<file path="config.mk">
export PLATFORM = sky130hd
export DESIGN_NAME = xoshiro256starstar_generator_core_flat
export DESIGN_NICKNAME = d
export VERILOG_FILES = /design/src/sv/xsr_pkg.sv /design/src/sv/xsr_stream_if.sv /design/src/sv/xsr_front.sv /design/src/sv/xsr_queue.sv /design/src/sv/xsr_engine.sv /design/src/sv/xoshiro256starstar_generator_core.sv /design/src/flat_wrapper.sv
export VERILOG_INCLUDE_DIRS = /design/src /design/src/sv
export SDC_FILE = /design/constraint.sdc
export NUM_CORES = 2
export LEC_CHECK = 0
export ABC_AREA = 1
export BUFFER_PORTS_ARGS = -buffer_cell sky130_fd_sc_hd__buf_2
export CAP_MARGIN = 20
export CORE_ASPECT_RATIO = 0.8
export CORE_MARGIN = 3
export CORE_UTILIZATION = 55
export DETAILED_ROUTE_END_ITERATION = 16
export GPL_TIMING_DRIVEN = 0
export PLACE_DENSITY = 0.77
export SYNTH_ARGS = -nofsm -noshare
export SYNTH_HDL_FRONTEND = slang
export SYNTH_HIERARCHICAL = 1
export SYNTH_SLANG_ARGS = --single-unit
export TNS_END_PERCENT = 1
</file>
<file path="constraint.sdc">
create_clock -name clk -period 28.2 [get_ports clk]
set_clock_uncertainty 0.15 [all_clocks]
set_input_delay 7.05 -clock clk [delete_from_list [all_inputs] [get_ports clk]]
set_output_delay 7.05 -clock clk [all_outputs]
set_load 0.005 [all_outputs]
</file>
<file path="src/sv/xoshiro256starstar_generator_core_assert.svh">
// Assertion macros shared by the generator modules.
// Each macro takes a label, the clock, the active-low reset and two expressions.
`ifndef XOSHIRO256STARSTAR_GENERATOR_CORE_ASSERT_SVH
`define XOSHIRO256STARSTAR_GENERATOR_CORE_ASSERT_SVH

// The consequent must hold in the same cycle as the antecedent.
`define XSR_ASSERT_IMPLIES(label, clk, rst_n, ante, cons) \
	label: assert property (@(posedge clk) disable iff (!(rst_n)) (ante) |-> (cons)) \
		else $error("assertion failed: same-cycle implication");

// The consequent must hold in the cycle after the antecedent.
`define XSR_ASSERT_NEXT(label, clk, rst_n, ante, cons) \
	label: assert property (@(posedge clk) disable iff (!(rst_n)) (ante) |=> (cons)) \
		else $error("assertion failed: next-cycle implication");

`endif

</file>
<file path="src/sv/xsr_pkg.sv">
package xsr_pkg;

	// Operation codes of the request word.
	localparam logic OP_GENERATE = 1'b0;
	localparam logic OP_SEED     = 1'b1;

	// Splitmix64 constants.
	localparam logic [63:0] GOLDEN_STEP = 64'h9e3779b97f4a7c15;
	localparam logic [63:0] MIX_MUL_A   = 64'hbf58476d1ce4e5b9;
	localparam logic [63:0] MIX_MUL_B   = 64'h94d049bb133111eb;

	// Generator state after reset.
	localparam logic [63:0] WORD0_RESET = 64'h12345678deadbeef;
	localparam logic [63:0] WORD1_RESET = 64'hfeedface01020304;
	localparam logic [63:0] WORD2_RESET = 64'habcdef0011223344;
	localparam logic [63:0] WORD3_RESET = 64'h99887766aabbccdd;

	localparam int NUM_WORDS   = 4;
	localparam int QUEUE_DEPTH = 2;

	// Request and result words.
	typedef struct packed {
		logic        operation;
		logic [63:0] seed_value;
	} in_word_t;

	typedef struct packed {
		logic [63:0] random_value;
		logic [52:0] unit_fraction;
	} out_word_t;

	// Classified command passed from the front end to the engine.
	typedef enum logic {
		CMD_GENERATE,
		CMD_SEED
	} cmd_kind_t;

	typedef struct packed {
		cmd_kind_t   kind;
		logic [63:0] seed;
	} cmd_t;

	// Engine sequencer states.
	typedef enum logic [2:0] {
		ENG_IDLE,
		ENG_PREP,
		ENG_MUL_A,
		ENG_XS_B,
		ENG_MUL_B,
		ENG_STORE
	} eng_state_t;

	// Partial-product steps of the 64-bit constant multiply.
	typedef enum logic [1:0] {
		PH_LO_LO,
		PH_LO_HI,
		PH_HI_LO
	} mul_phase_t;

endpackage

</file>
<file path="src/sv/xsr_stream_if.sv">
interface xsr_stream_if #(
	parameter type payload_t = logic
) ();
	logic     valid;
	logic     ready;
	payload_t payload;

	modport source (output valid, output payload, input ready);
	modport sink (input valid, input payload, output ready);
endinterface

</file>
<file path="src/sv/xsr_front.sv">
module xsr_front (
	input  logic          clk,
	input  logic          arst_n,
	xsr_stream_if.sink    request,
	output xsr_pkg::cmd_t push_cmd,
	output logic          push_valid,
	input  logic          push_ready
);

	logic          valid_q;
	xsr_pkg::cmd_t cmd_q;
	xsr_pkg::cmd_t cmd_d;
	logic          accept;

	// Decode the operation of the incoming word.
	always_comb begin
		cmd_d.seed = request.payload.seed_value;
		unique case (request.payload.operation)
			xsr_pkg::OP_SEED:     cmd_d.kind = xsr_pkg::CMD_SEED;
			xsr_pkg::OP_GENERATE: cmd_d.kind = xsr_pkg::CMD_GENERATE;
			default:              cmd_d.kind = xsr_pkg::CMD_GENERATE;
		endcase
	end

	// The holding register frees up whenever the queue takes its word.
	assign request.ready = !valid_q || push_ready;
	assign accept        = request.valid && request.ready;

	always_ff @(posedge clk or negedge arst_n) begin
		if (!arst_n) begin
			valid_q <= 1'b0;
		end else if (accept) begin
			valid_q <= 1'b1;
		end else if (push_ready) begin
			valid_q <= 1'b0;
		end
	end

	always_ff @(posedge clk) begin
		if (accept) begin
			cmd_q <= cmd_d;
		end
	end

	assign push_cmd   = cmd_q;
	assign push_valid = valid_q;

endmodule

</file>
<file path="src/sv/xsr_queue.sv">
`include "xoshiro256starstar_generator_core_assert.svh"

module xsr_queue #(
	parameter int DEPTH = xsr_pkg::QUEUE_DEPTH
) (
	input  logic          clk,
	input  logic          arst_n,
	input  xsr_pkg::cmd_t push_cmd,
	input  logic          push_valid,
	output logic          push_ready,
	output xsr_pkg::cmd_t pop_cmd,
	output logic          pop_valid,
	input  logic          pop_ready
);

	localparam int PTR_W = (DEPTH > 1) ? $clog2(DEPTH) : 1;
	localparam int CNT_W = $clog2(DEPTH + 1);
	localparam logic [PTR_W-1:0] PTR_LAST = PTR_W'(DEPTH - 1);
	localparam logic [CNT_W-1:0] CNT_FULL = CNT_W'(DEPTH);

	xsr_pkg::cmd_t    entry_q [DEPTH];
	logic [PTR_W-1:0] wr_ptr_q;
	logic [PTR_W-1:0] rd_ptr_q;
	logic [CNT_W-1:0] count_q;
	logic             push;
	logic             pop;

	assign push_ready = (count_q != CNT_FULL);
	assign pop_valid  = (count_q != '0);
	assign push       = push_valid && push_ready;
	assign pop        = pop_valid && pop_ready;
	assign pop_cmd    = entry_q[rd_ptr_q];

	// Pointers wrap at the queue depth; the count tracks occupancy.
	always_ff @(posedge clk or negedge arst_n) begin
		if (!arst_n) begin
			wr_ptr_q <= '0;
			rd_ptr_q <= '0;
			count_q  <= '0;
		end else begin
			if (push) begin
				wr_ptr_q <= (wr_ptr_q == PTR_LAST) ? '0 : wr_ptr_q + 1'b1;
			end
			if (pop) begin
				rd_ptr_q <= (rd_ptr_q == PTR_LAST) ? '0 : rd_ptr_q + 1'b1;
			end
			if (push && !pop) begin
				count_q <= count_q + 1'b1;
			end else if (pop && !push) begin
				count_q <= count_q - 1'b1;
			end
		end
	end

	always_ff @(posedge clk) begin
		if (push) begin
			entry_q[wr_ptr_q] <= push_cmd;
		end
	end

	// Occupancy never passes the depth, and a full queue has its write pointer
	// back at its read pointer.
	`XSR_ASSERT_IMPLIES(a_count_bound, clk, arst_n, 1'b1, count_q <= CNT_FULL)
	`XSR_ASSERT_IMPLIES(a_full_ptrs, clk, arst_n, count_q == CNT_FULL, wr_ptr_q == rd_ptr_q)

endmodule

</file>
<file path="src/sv/xsr_engine.sv">
`include "xoshiro256starstar_generator_core_assert.svh"

module xsr_engine (
	input  logic          clk,
	input  logic          arst_n,
	input  xsr_pkg::cmd_t pop_cmd,
	input  logic          pop_valid,
	output logic          pop_ready,
	xsr_stream_if.source  result
);

	localparam logic [1:0] WORD_LAST = 2'(xsr_pkg::NUM_WORDS - 1);

	xsr_pkg::eng_state_t state_q;
	xsr_pkg::eng_state_t state_d;
	xsr_pkg::mul_phase_t phase_q;

	logic [63:0] word_q [xsr_pkg::NUM_WORDS];
	logic [1:0]  word_idx_q;
	logic [63:0] acc_q;
	logic [63:0] mop_q;
	logic [63:0] prod_q;

	logic        s1_valid_q;
	logic [63:0] p5_s1;
	logic        out_valid_q;
	logic [63:0] value_q;

	logic        gen_pop;
	logic        seed_pop;
	logic        mul_active;
	logic        adv_out;
	logic        s1_free;
	logic        seed_last;
	logic [63:0] mul_const;
	logic [31:0] mul_x;
	logic [31:0] mul_y;
	logic [63:0] mul_p;
	logic [63:0] rot_p5;
	logic [63:0] t_shift;
	logic [63:0] n0;
	logic [63:0] n1;
	logic [63:0] n2;
	logic [63:0] n3;

	// Scrambler pipeline flow control.
	assign adv_out = !out_valid_q || result.ready;
	assign s1_free = !s1_valid_q || adv_out;

	// Sequencer next state.
	always_comb begin
		state_d = state_q;
		unique case (state_q)
			xsr_pkg::ENG_IDLE: begin
				if (seed_pop) begin
					state_d = xsr_pkg::ENG_PREP;
				end
			end
			xsr_pkg::ENG_PREP: state_d = xsr_pkg::ENG_MUL_A;
			xsr_pkg::ENG_MUL_A: begin
				if (phase_q == xsr_pkg::PH_HI_LO) begin
					state_d = xsr_pkg::ENG_XS_B;
				end
			end
			xsr_pkg::ENG_XS_B: state_d = xsr_pkg::ENG_MUL_B;
			xsr_pkg::ENG_MUL_B: begin
				if (phase_q == xsr_pkg::PH_HI_LO) begin
					state_d = xsr_pkg::ENG_STORE;
				end
			end
			xsr_pkg::ENG_STORE: begin
				state_d = (word_idx_q == WORD_LAST) ? xsr_pkg::ENG_IDLE : xsr_pkg::ENG_PREP;
			end
			default: state_d = xsr_pkg::ENG_IDLE;
		endcase
	end

	// Sequencer outputs: queue pops and multiplier control.
	always_comb begin
		gen_pop    = 1'b0;
		seed_pop   = 1'b0;
		mul_active = 1'b0;
		mul_const  = xsr_pkg::MIX_MUL_A;
		unique case (state_q)
			xsr_pkg::ENG_IDLE: begin
				gen_pop  = pop_valid && (pop_cmd.kind == xsr_pkg::CMD_GENERATE) && s1_free;
				seed_pop = pop_valid && (pop_cmd.kind == xsr_pkg::CMD_SEED);
			end
			xsr_pkg::ENG_MUL_A: begin
				mul_active = 1'b1;
			end
			xsr_pkg::ENG_MUL_B: begin
				mul_active = 1'b1;
				mul_const  = xsr_pkg::MIX_MUL_B;
			end
			default: begin
				mul_active = 1'b0;
			end
		endcase
	end

	assign pop_ready = gen_pop || seed_pop;

	// One 32x32 partial product per cycle; only the low 64 bits are kept.
	always_comb begin
		unique case (phase_q)
			xsr_pkg::PH_LO_LO: begin
				mul_x = mop_q[31:0];
				mul_y = mul_const[31:0];
			end
			xsr_pkg::PH_LO_HI: begin
				mul_x = mop_q[31:0];
				mul_y = mul_const[63:32];
			end
			xsr_pkg::PH_HI_LO: begin
				mul_x = mop_q[63:32];
				mul_y = mul_const[31:0];
			end
			default: begin
				mul_x = mop_q[31:0];
				mul_y = mul_const[31:0];
			end
		endcase
		mul_p = 64'(mul_x) * 64'(mul_y);
	end

	// Next xoshiro state: xor network, shift by 17 and rotate by 45.
	always_comb begin
		t_shift = word_q[1] << 17;
		n2      = word_q[2] ^ word_q[0];
		n3      = word_q[3] ^ word_q[1];
		n1      = word_q[1] ^ n2;
		n0      = word_q[0] ^ n3;
	end

	always_ff @(posedge clk or negedge arst_n) begin
		if (!arst_n) begin
			state_q     <= xsr_pkg::ENG_IDLE;
			phase_q     <= xsr_pkg::PH_LO_LO;
			word_idx_q  <= '0;
			s1_valid_q  <= 1'b0;
			out_valid_q <= 1'b0;
			word_q[0]   <= xsr_pkg::WORD0_RESET;
			word_q[1]   <= xsr_pkg::WORD1_RESET;
			word_q[2]   <= xsr_pkg::WORD2_RESET;
			word_q[3]   <= xsr_pkg::WORD3_RESET;
		end else begin
			state_q <= state_d;

			// Partial-product step counter.
			if (mul_active) begin
				unique case (phase_q)
					xsr_pkg::PH_LO_LO: phase_q <= xsr_pkg::PH_LO_HI;
					xsr_pkg::PH_LO_HI: phase_q <= xsr_pkg::PH_HI_LO;
					default:           phase_q <= xsr_pkg::PH_LO_LO;
				endcase
			end else begin
				phase_q <= xsr_pkg::PH_LO_LO;
			end

			if (seed_pop) begin
				word_idx_q <= '0;
			end else if (state_q == xsr_pkg::ENG_STORE) begin
				word_idx_q <= word_idx_q + 1'b1;
			end

			// State words advance on a generate and are rewritten by seeding.
			if (gen_pop) begin
				word_q[0] <= n0;
				word_q[1] <= n1;
				word_q[2] <= n2 ^ t_shift;
				word_q[3] <= {n3[18:0], n3[63:19]};
			end else if (state_q == xsr_pkg::ENG_STORE) begin
				word_q[word_idx_q] <= prod_q ^ (prod_q >> 31);
			end

			if (gen_pop) begin
				s1_valid_q <= 1'b1;
			end else if (adv_out) begin
				s1_valid_q <= 1'b0;
			end

			if (adv_out) begin
				out_valid_q <= s1_valid_q;
			end
		end
	end

	// Splitmix datapath registers.
	always_ff @(posedge clk) begin
		if (seed_pop) begin
			acc_q <= pop_cmd.seed + xsr_pkg::GOLDEN_STEP;
		end else if (state_q == xsr_pkg::ENG_STORE) begin
			acc_q <= acc_q + xsr_pkg::GOLDEN_STEP;
		end

		if (state_q == xsr_pkg::ENG_PREP) begin
			mop_q <= acc_q ^ (acc_q >> 30);
		end else if (state_q == xsr_pkg::ENG_XS_B) begin
			mop_q <= prod_q ^ (prod_q >> 27);
		end

		if (mul_active) begin
			if (phase_q == xsr_pkg::PH_LO_LO) begin
				prod_q <= mul_p;
			end else begin
				prod_q <= {prod_q[63:32] + mul_p[31:0], prod_q[31:0]};
			end
		end
	end

	// Scrambler: w1*5 in the first stage, rotate by 7 and times 9 in the second.
	assign rot_p5 = {p5_s1[56:0], p5_s1[63:57]};

	always_ff @(posedge clk) begin
		if (gen_pop) begin
			p5_s1 <= word_q[1] + (word_q[1] << 2);
		end
		if (adv_out && s1_valid_q) begin
			value_q <= rot_p5 + (rot_p5 << 3);
		end
	end

	assign result.valid                 = out_valid_q;
	assign result.payload.random_value  = value_q;
	assign result.payload.unit_fraction = value_q[63:11];

	// The store of the last state word of a seed load.
	assign seed_last = (state_q == xsr_pkg::ENG_STORE) && (word_idx_q == WORD_LAST);

	// Pops happen only from idle, a seed load ends after the last word, and a
	// generate always fills the scrambler stage.
	`XSR_ASSERT_IMPLIES(a_pop_idle, clk, arst_n, pop_ready, state_q == xsr_pkg::ENG_IDLE)
	`XSR_ASSERT_NEXT(a_seed_done, clk, arst_n, seed_last, state_q == xsr_pkg::ENG_IDLE)
	`XSR_ASSERT_NEXT(a_gen_fill, clk, arst_n, gen_pop, s1_valid_q)

endmodule

</file>
<file path="src/sv/xoshiro256starstar_generator_core.sv">
// Generate word: one result per cycle sustained while no seed loads and result is ready.
// Seed word: no result; the splitmix64 sequencer takes each state word through prep,
// mul, xor-shift, mul, store (shared 32x32 multiplier, three partial products per mul).
// Words behind a seed wait for it; with the default queue depth, up to three of them
// (holding register plus queue) are accepted meanwhile.
// Reset (arst_n low, asynchronous) loads the fixed state words and empties all stages.
module xoshiro256starstar_generator_core #(
	parameter int QUEUE_DEPTH = xsr_pkg::QUEUE_DEPTH
) (
	input  logic         clk,
	input  logic         arst_n,
	xsr_stream_if.sink   request,
	xsr_stream_if.source result
);

	xsr_pkg::cmd_t push_cmd;
	logic          push_valid;
	logic          push_ready;
	xsr_pkg::cmd_t pop_cmd;
	logic          pop_valid;
	logic          pop_ready;

	// Front end: takes request words and classifies them.
	xsr_front u_front (
		.clk        (clk),
		.arst_n     (arst_n),
		.request    (request),
		.push_cmd   (push_cmd),
		.push_valid (push_valid),
		.push_ready (push_ready)
	);

	// Command queue between the front end and the engine.
	xsr_queue #(
		.DEPTH (QUEUE_DEPTH)
	) u_queue (
		.clk        (clk),
		.arst_n     (arst_n),
		.push_cmd   (push_cmd),
		.push_valid (push_valid),
		.push_ready (push_ready),
		.pop_cmd    (pop_cmd),
		.pop_valid  (pop_valid),
		.pop_ready  (pop_ready)
	);

	// Engine: state update, scrambler and seeding sequencer.
	xsr_engine u_engine (
		.clk       (clk),
		.arst_n    (arst_n),
		.pop_cmd   (pop_cmd),
		.pop_valid (pop_valid),
		.pop_ready (pop_ready),
		.result    (result)
	);

endmodule

</file>
<file path="src/flat_wrapper.sv">
// flat-port wrapper written by rule: the top's interface ports become plain ports
module xoshiro256starstar_generator_core_flat import xsr_pkg::*;
#(
	parameter int QUEUE_DEPTH = xsr_pkg::QUEUE_DEPTH
)
  (clk, arst_n, request_valid, request_payload, request_ready, result_valid, result_payload, result_ready);
  xsr_stream_if #(.payload_t(in_word_t)) request_i ();
  xsr_stream_if #(.payload_t(out_word_t)) result_i ();
  input  logic clk;
  input  logic arst_n;
  input wire logic [$bits(request_i.valid)-1:0] request_valid;
  input wire logic [$bits(request_i.payload)-1:0] request_payload;
  output wire logic [$bits(request_i.ready)-1:0] request_ready;
  output wire logic [$bits(result_i.valid)-1:0] result_valid;
  output wire logic [$bits(result_i.payload)-1:0] result_payload;
  input wire logic [$bits(result_i.ready)-1:0] result_ready;
  assign request_i.valid = request_valid;
  assign request_i.payload = request_payload;
  assign request_ready = request_i.ready;
  assign result_valid = result_i.valid;
  assign result_payload = result_i.payload;
  assign result_i.ready = result_ready;
  xoshiro256starstar_generator_core #(.QUEUE_DEPTH(QUEUE_DEPTH)) u_core (.clk(clk), .arst_n(arst_n), .request(request_i), .result(result_i));
endmodule
</file>
# Yosys cells after proc, flatten, opt, wreduce, memory -nomap -nowiden
# Memories as Yosys holds them, arrays and structs flattened.
# Index checks and enable logic that the tools add are counted.
# word_totals
inputBits	69
ramBits	130
out_inout_bits	119
regBits	655
memories	1
# classes
n_lt_le_gt_ge	2
multipliers	1
addsub	10
n_reduce_logical	31
bitwise_logic	11
mux	36
n_eq_ne	12
# mem_list
memory	depth	word_bits	rd	rd_clocked_by_memory_dff	wr	line_no	text
u_core.u_queue.entry_q	2	65	1	0	1	xsr_queue.sv:21	xsr_pkg::cmd_t entry_q [DEPTH];
# ops
cell	count
$mux W256	2
$mux W64	6
$xor A64 B64 Y64	5
$bwmux W256	1
$add A64 B64 Y64	2
$add A64 B64 Y64 const B	2
$demux W64 S2	1
$mul A32 B32 Y64	1
$mux W32	2
$xor A64 B33 Y64	1
$xor A64 B34 Y64	1
$xor A64 B37 Y64	1
$mux W62	1
$add A32 B32 Y32	1
$pmux W3 S6	1
$reduce_bool A2 Y1	7
$mux W1	12
$logic_and A1 B1 Y1	10
$mux W2	5
$mux W3	3
$ne A2 B2 Y1 const B	4
$eq A3 B2 Y1 const B	2
$eq A3 B3 Y1 const B	2
$logic_not A1 Y1	5
other kinds (18)	25

# Depth between registers and ports, before layout
# logic_depth
word_depth	10
ltp_mapped	50

# Cells and area by module
# Netlist, hierarchy kept.
# modules_own_cells
mod	seq_area_each_um2	cells_each	instances	area_each_um2
xsr_engine	16402.0	9322	1	72933.7
xsr_queue	4003.8	368	1	4936.0
xsr_front	1976.9	71	1	1996.9

# Worst setup path before layout
# Ideal clock, no wire load.
# synth_timing
path_type	input -> register
start	in request_valid
end	reg u_core.u_front.cmd_q (netlist bit u_core/u_front/push_cmd[0]) (enable)
stages	2
arrival_time_ns	10.246
t_required_ns	27.541
setup_time_ns	0.509
path_buffers	0
path_slack_ns	17.294
cell_sequence	inv_1 a21oi_1
# synth_between
elab_chain_len	1
# synth_rtl
item	line_no	text
start, declared	flat_wrapper.sv:11	input wire logic [$bits(request_i.valid)-1:0] request_valid;
$logic_and A1 B1 Y1	xsr_front.sv:27	assign accept = request.valid && request.ready;
net u_core.u_front.accept	xsr_front.sv:13	logic accept;
end signal, assigned	xsr_front.sv:41	cmd_q <= cmd_d;
end, declared	xsr_front.sv:11	xsr_pkg::cmd_t cmd_q;
# The timed path passes the listed nets, and every way through them passes these cells.
# A chain may end at the register's enable or synchronous reset.

# Worst setup path in the final report
# layout_timing
start	reg u_core.u_engine.state_q[1]
end	reg u_core.u_engine.prod_q[63] (data pin)
# layout_between
elab_chain_len	6
# layout_rtl
item	line_no	text
start, declared	xsr_engine.sv:14	xsr_pkg::eng_state_t state_q;
start signal, assigned	xsr_engine.sv:138	state_q <= xsr_pkg::ENG_IDLE;
start signal, assigned	xsr_engine.sv:148	state_q <= state_d;
$eq A3 B3 Y1	xsr_engine.sv:84	unique case (state_q)
$mux W62	xsr_engine.sv:84	
$mux W32	xsr_engine.sv:106	unique case (phase_q)
$mul A32 B32 Y64	xsr_engine.sv:124	mul_p = 64'(mul_x) * 64'(mul_y);
net u_core.u_engine.mul_p[21]	xsr_engine.sv:38	logic [63:0] mul_p;
$add A32 B32 Y32	xsr_engine.sv:207	prod_q <= {prod_q[63:32] + mul_p[31:0], prod_q[31:0]};
$mux W64	xsr_engine.sv:204	if (phase_q == xsr_pkg::PH_LO_LO) begin
end signal, assigned	xsr_engine.sv:205	prod_q <= mul_p;
end signal, assigned	xsr_engine.sv:207	
end, declared	xsr_engine.sv:22	logic [63:0] prod_q;
# The timed path passes the listed nets, and every way through them passes these cells.

==> impl_results.md <==
- Outcome: complete, no violations
- Crit path arrival time: about 16 ns
- Startpoint Class: flop
- Critical Path RT: 28.51 ns
- Period utilization: between 50% and 60%
- Setup Fix Bufs, Post-CTS: 0
- ANT nets after route: 0
- Crit-path max cell delay: 0.98 ns
- Fin. Hold Viols: 0
- DIE AREA: roughly 150,000 um2
- Worst Setup End Kind: flop
- P&R area growth vs syn: 8.646%
- Critical path class: reg2reg
- Port Buffers: roughly 190
- Most frequent CP cell: nand2_1
- Worst skew pair latency: ~0.72 ns
- Share of post-route cells with drive strength above 1: under 10%
- Post-Route M1 WL: 140,000 um
- Initial drt markers: around 12,000
- Worst path slowest cell: clkinv_1
- CTS H-Tree Depth: 3
- Number of flops mapped to enable cells by yosys: roughly 520
- Setup TNS: 0 ns
- Core area: 143,500 um2
- Met3 wire len: between 60,000 and 70,000 um
- Top cells by count, synth: inv_1 (1,902), nand2_1 (1,805), nor2_1 (1,208), fa_1 (824), o21ai_0 (784)
- Synth Cell Area: roughly 80,000 um2
- Worst rel slew slack: about a tenth
- Ys flop type: edfxtp_1
- DR vias: about 74,000
- GRT overflow: 0
- Cell variety after synth: 51
- Max Fanout on Critical Path: 10
- TritonCTS buffer count: 77
- Yosys top cell area share: approximately 21%
- Synth async-reset ratio: between 30% and 40%
- DRC: 0
- Max-cap violations: 0
- Highest routed metal layer: met5
- CTS resizes: 0
- I/O pin cnt: about 190
- DR WL/cell: roughly 29 um
- FF+latch count, synth: around 800
- CTS sink count: approximately 800
- Register area share after synthesis: between 20% and 30%
- Placer Congestion: approximately 1.1
- DPL Wire Length: between 200,000 and 300,000 um
- Die X: around 430 um
- Die Y: ~350 um
- CTS tree: built
- Syn Inst Count: roughly 9,800
- Warnings from Yosys: 6
- First-pass GRT wire length: between 400,000 and 500,000 um
- Clk root buf: clkbuf_16
- Synth area leaders: fa_1 (21%), edfxtp_1 (19%), inv_1 (8.9%), nand2_1 (8.5%), ha_1 (7.8%)
- # rows: approximately 120
- # fillers: around 13,000
- Cell taking the most area after synthesis: fa_1
- DR WL met2: about 120,000 um
- Syn nets: around 11,000
- Largest net degree at the start of global routing: 96
- Worst slew pin tran: around 1.4 ns
- # hold bufs at CTS: 0
- Final Max Tran Viols: 0
- Clock-pin slew on the worst setup and hold paths: around 0.07 ns
- Mean post-synth cell area: between 8 and 9 um2
- Cell with the most instances after synthesis: inv_1
- Drt total wl: 344,300 um
- CTS Buffer Depth: 3
- Initial antenna violation count: 18
- Minimum clock period: 15.25 ns
- Vias per inst: between 6 and 7
- Initial core utilization: 55.65%
- Max Clk Rate: between 0.06 and 0.07 GHz
- Gr usage total: a little under half
- Pre-antenna DRT Iters: 7
- HP Class: reg2reg
- Final setup vio count: 0
- # nets final: about 11,000
- Unrepaired setup endpoints after global routing: no
- Vias in the first global route: a little under 70,000
==> worst max-delay path, delay by kind of cell (launching register included) <==
kind,cells,cell delay [ns]
DFF,1,0.44
xor gates and xnor gates,1,0.93
buffers and inverters,11,3.70
AOI/OAI and AO/OA,1,0.84
adders and majority gates,11,5.08
and+or+nand+nor,19,3.82
==> path summary, 6_finish.rpt <==
path,startpoint,to,slack (ns),cells after the start
max in group asynchronous,arst_n,u_core/u_engine/word_q[205],20.72,2
setup reg to reg,u_core/u_engine/state_q[1],u_core/u_engine/prod_q[63],12.95,43
hold / removal,u_core/u_front/push_cmd[58],u_core/u_queue/entry_q[0][58],0.29,0
min in group asynchronous,arst_n,u_core/u_engine/word_q[99],6.18,1
hold reg to reg,u_core/u_front/push_cmd[58],u_core/u_queue/entry_q[0][58],0.29,0
setup / recovery,u_core/u_engine/state_q[1],u_core/u_engine/prod_q[63],12.95,43
==> kinds of logic (layout without fill, tap and decap cells) <==
family,after synthesis,in the layout,synth area share [%]
and+or+nand+nor,3541,3541,17.88
DFF,785,785,28.03
other,0,5,0
buffers and inverters,2214,2599,10.78
muxes,6,6,0.08459
adders and majority gates,1319,1319,28.41
xor gates and xnor gates,373,373,4.090
AOI/OAI and AO/OA,1523,1523,10.73
==> layout make-up <==
cell class | instances | area, um2 | share of cell area (%)
antenna | 5 | 12.51 | 0.01442
buffer | 296 | 1413 | 1.628
clock buffer | 93 | 2101 | 2.421
clock inverter | 49 | 608.1 | 0.7008
inverter | 1918 | 7199 | 8.297
multi-input combinational | 6762 | 48950 | 56.41
sequential | 785 | 22380 | 25.79
tap | 1890 | 2365 | 2.725
timing repair buffer | 243 | 1744 | 2.010
==> registers in the layout (all words and copies together) (netlist names), 2 cells and up <==
| register | cells |
|---|---|
| u_core/u_queue/count_q | 2 |
| u_core/u_queue/entry_q | 130 |
| u_core/u_engine/prod_q | 64 |
| u_core/u_engine/p5_s1 | 64 |
| u_core/u_engine/word_q | 209 |
| u_core/u_engine/value_q | 64 |
| u_core/u_engine/phase_q | 2 |
| u_core/u_engine/acc_q | 64 |
| u_core/u_engine/word_idx_q | 2 |
| u_core/u_engine/t_shift | 47 |
| u_core/u_engine/mop_q | 64 |
| u_core/u_engine/state_q | 3 |
| u_core/u_front/push_cmd | 65 |
==> placed cells by master (no fill, tap or decap), types with 139 or more instances in the layout <==
cell / Yosys / layout
ha_1: 495 / 495
o21ai_0: 784 / 776
xor2_1: 234 / 234
clkbuf_1: 202 / 210
fa_1: 824 / 824
buf_2: 24 / 216
inv_1: 1902 / 1902
nor2_1: 1208 / 1205
edfxtp_1: 515 / 515
nand3_1: 286 / 286
dfrtp_1: 141 / 141
xnor2_1: 139 / 139
nand2_1: 1805 / 1802
a21oi_1: 337 / 335
==> metal layers <==
metal  vias up  global-route usage [%]
li1      31470                       -
met1     35710                   65.73
met2      5927                   54.72
met3       850                   26.81
met4        20                   13.75
met5         -                   1.230
==> metrics by stage <==
| step | utilization, % | cells | hold slack, ns | cell area, um2 | worst slack, ns |
|---|---|---|---|---|---|
| finish | 60.46 | 12040 | 0.2915 | 86770 | 12.95 |
| global route | 60.46 | 12040 | 0.3012 | 86760 | 13.06 |
| CTS | 60.32 | 12020 | 0.2909 | 86560 | 14.08 |
| global placement | 57.95 | 11840 | 0.2718 | 83170 | 12.94 |
| floorplan | - | 9761 | 0.2715 | 79870 | 17.29 |
| detailed placement | 58.43 | 11880 | 0.2813 | 83860 | 14.08 |
Power is left out: the tool's default activity adds up to more than one toggle a clock period on the data nets, which glitch-free logic cannot reach.
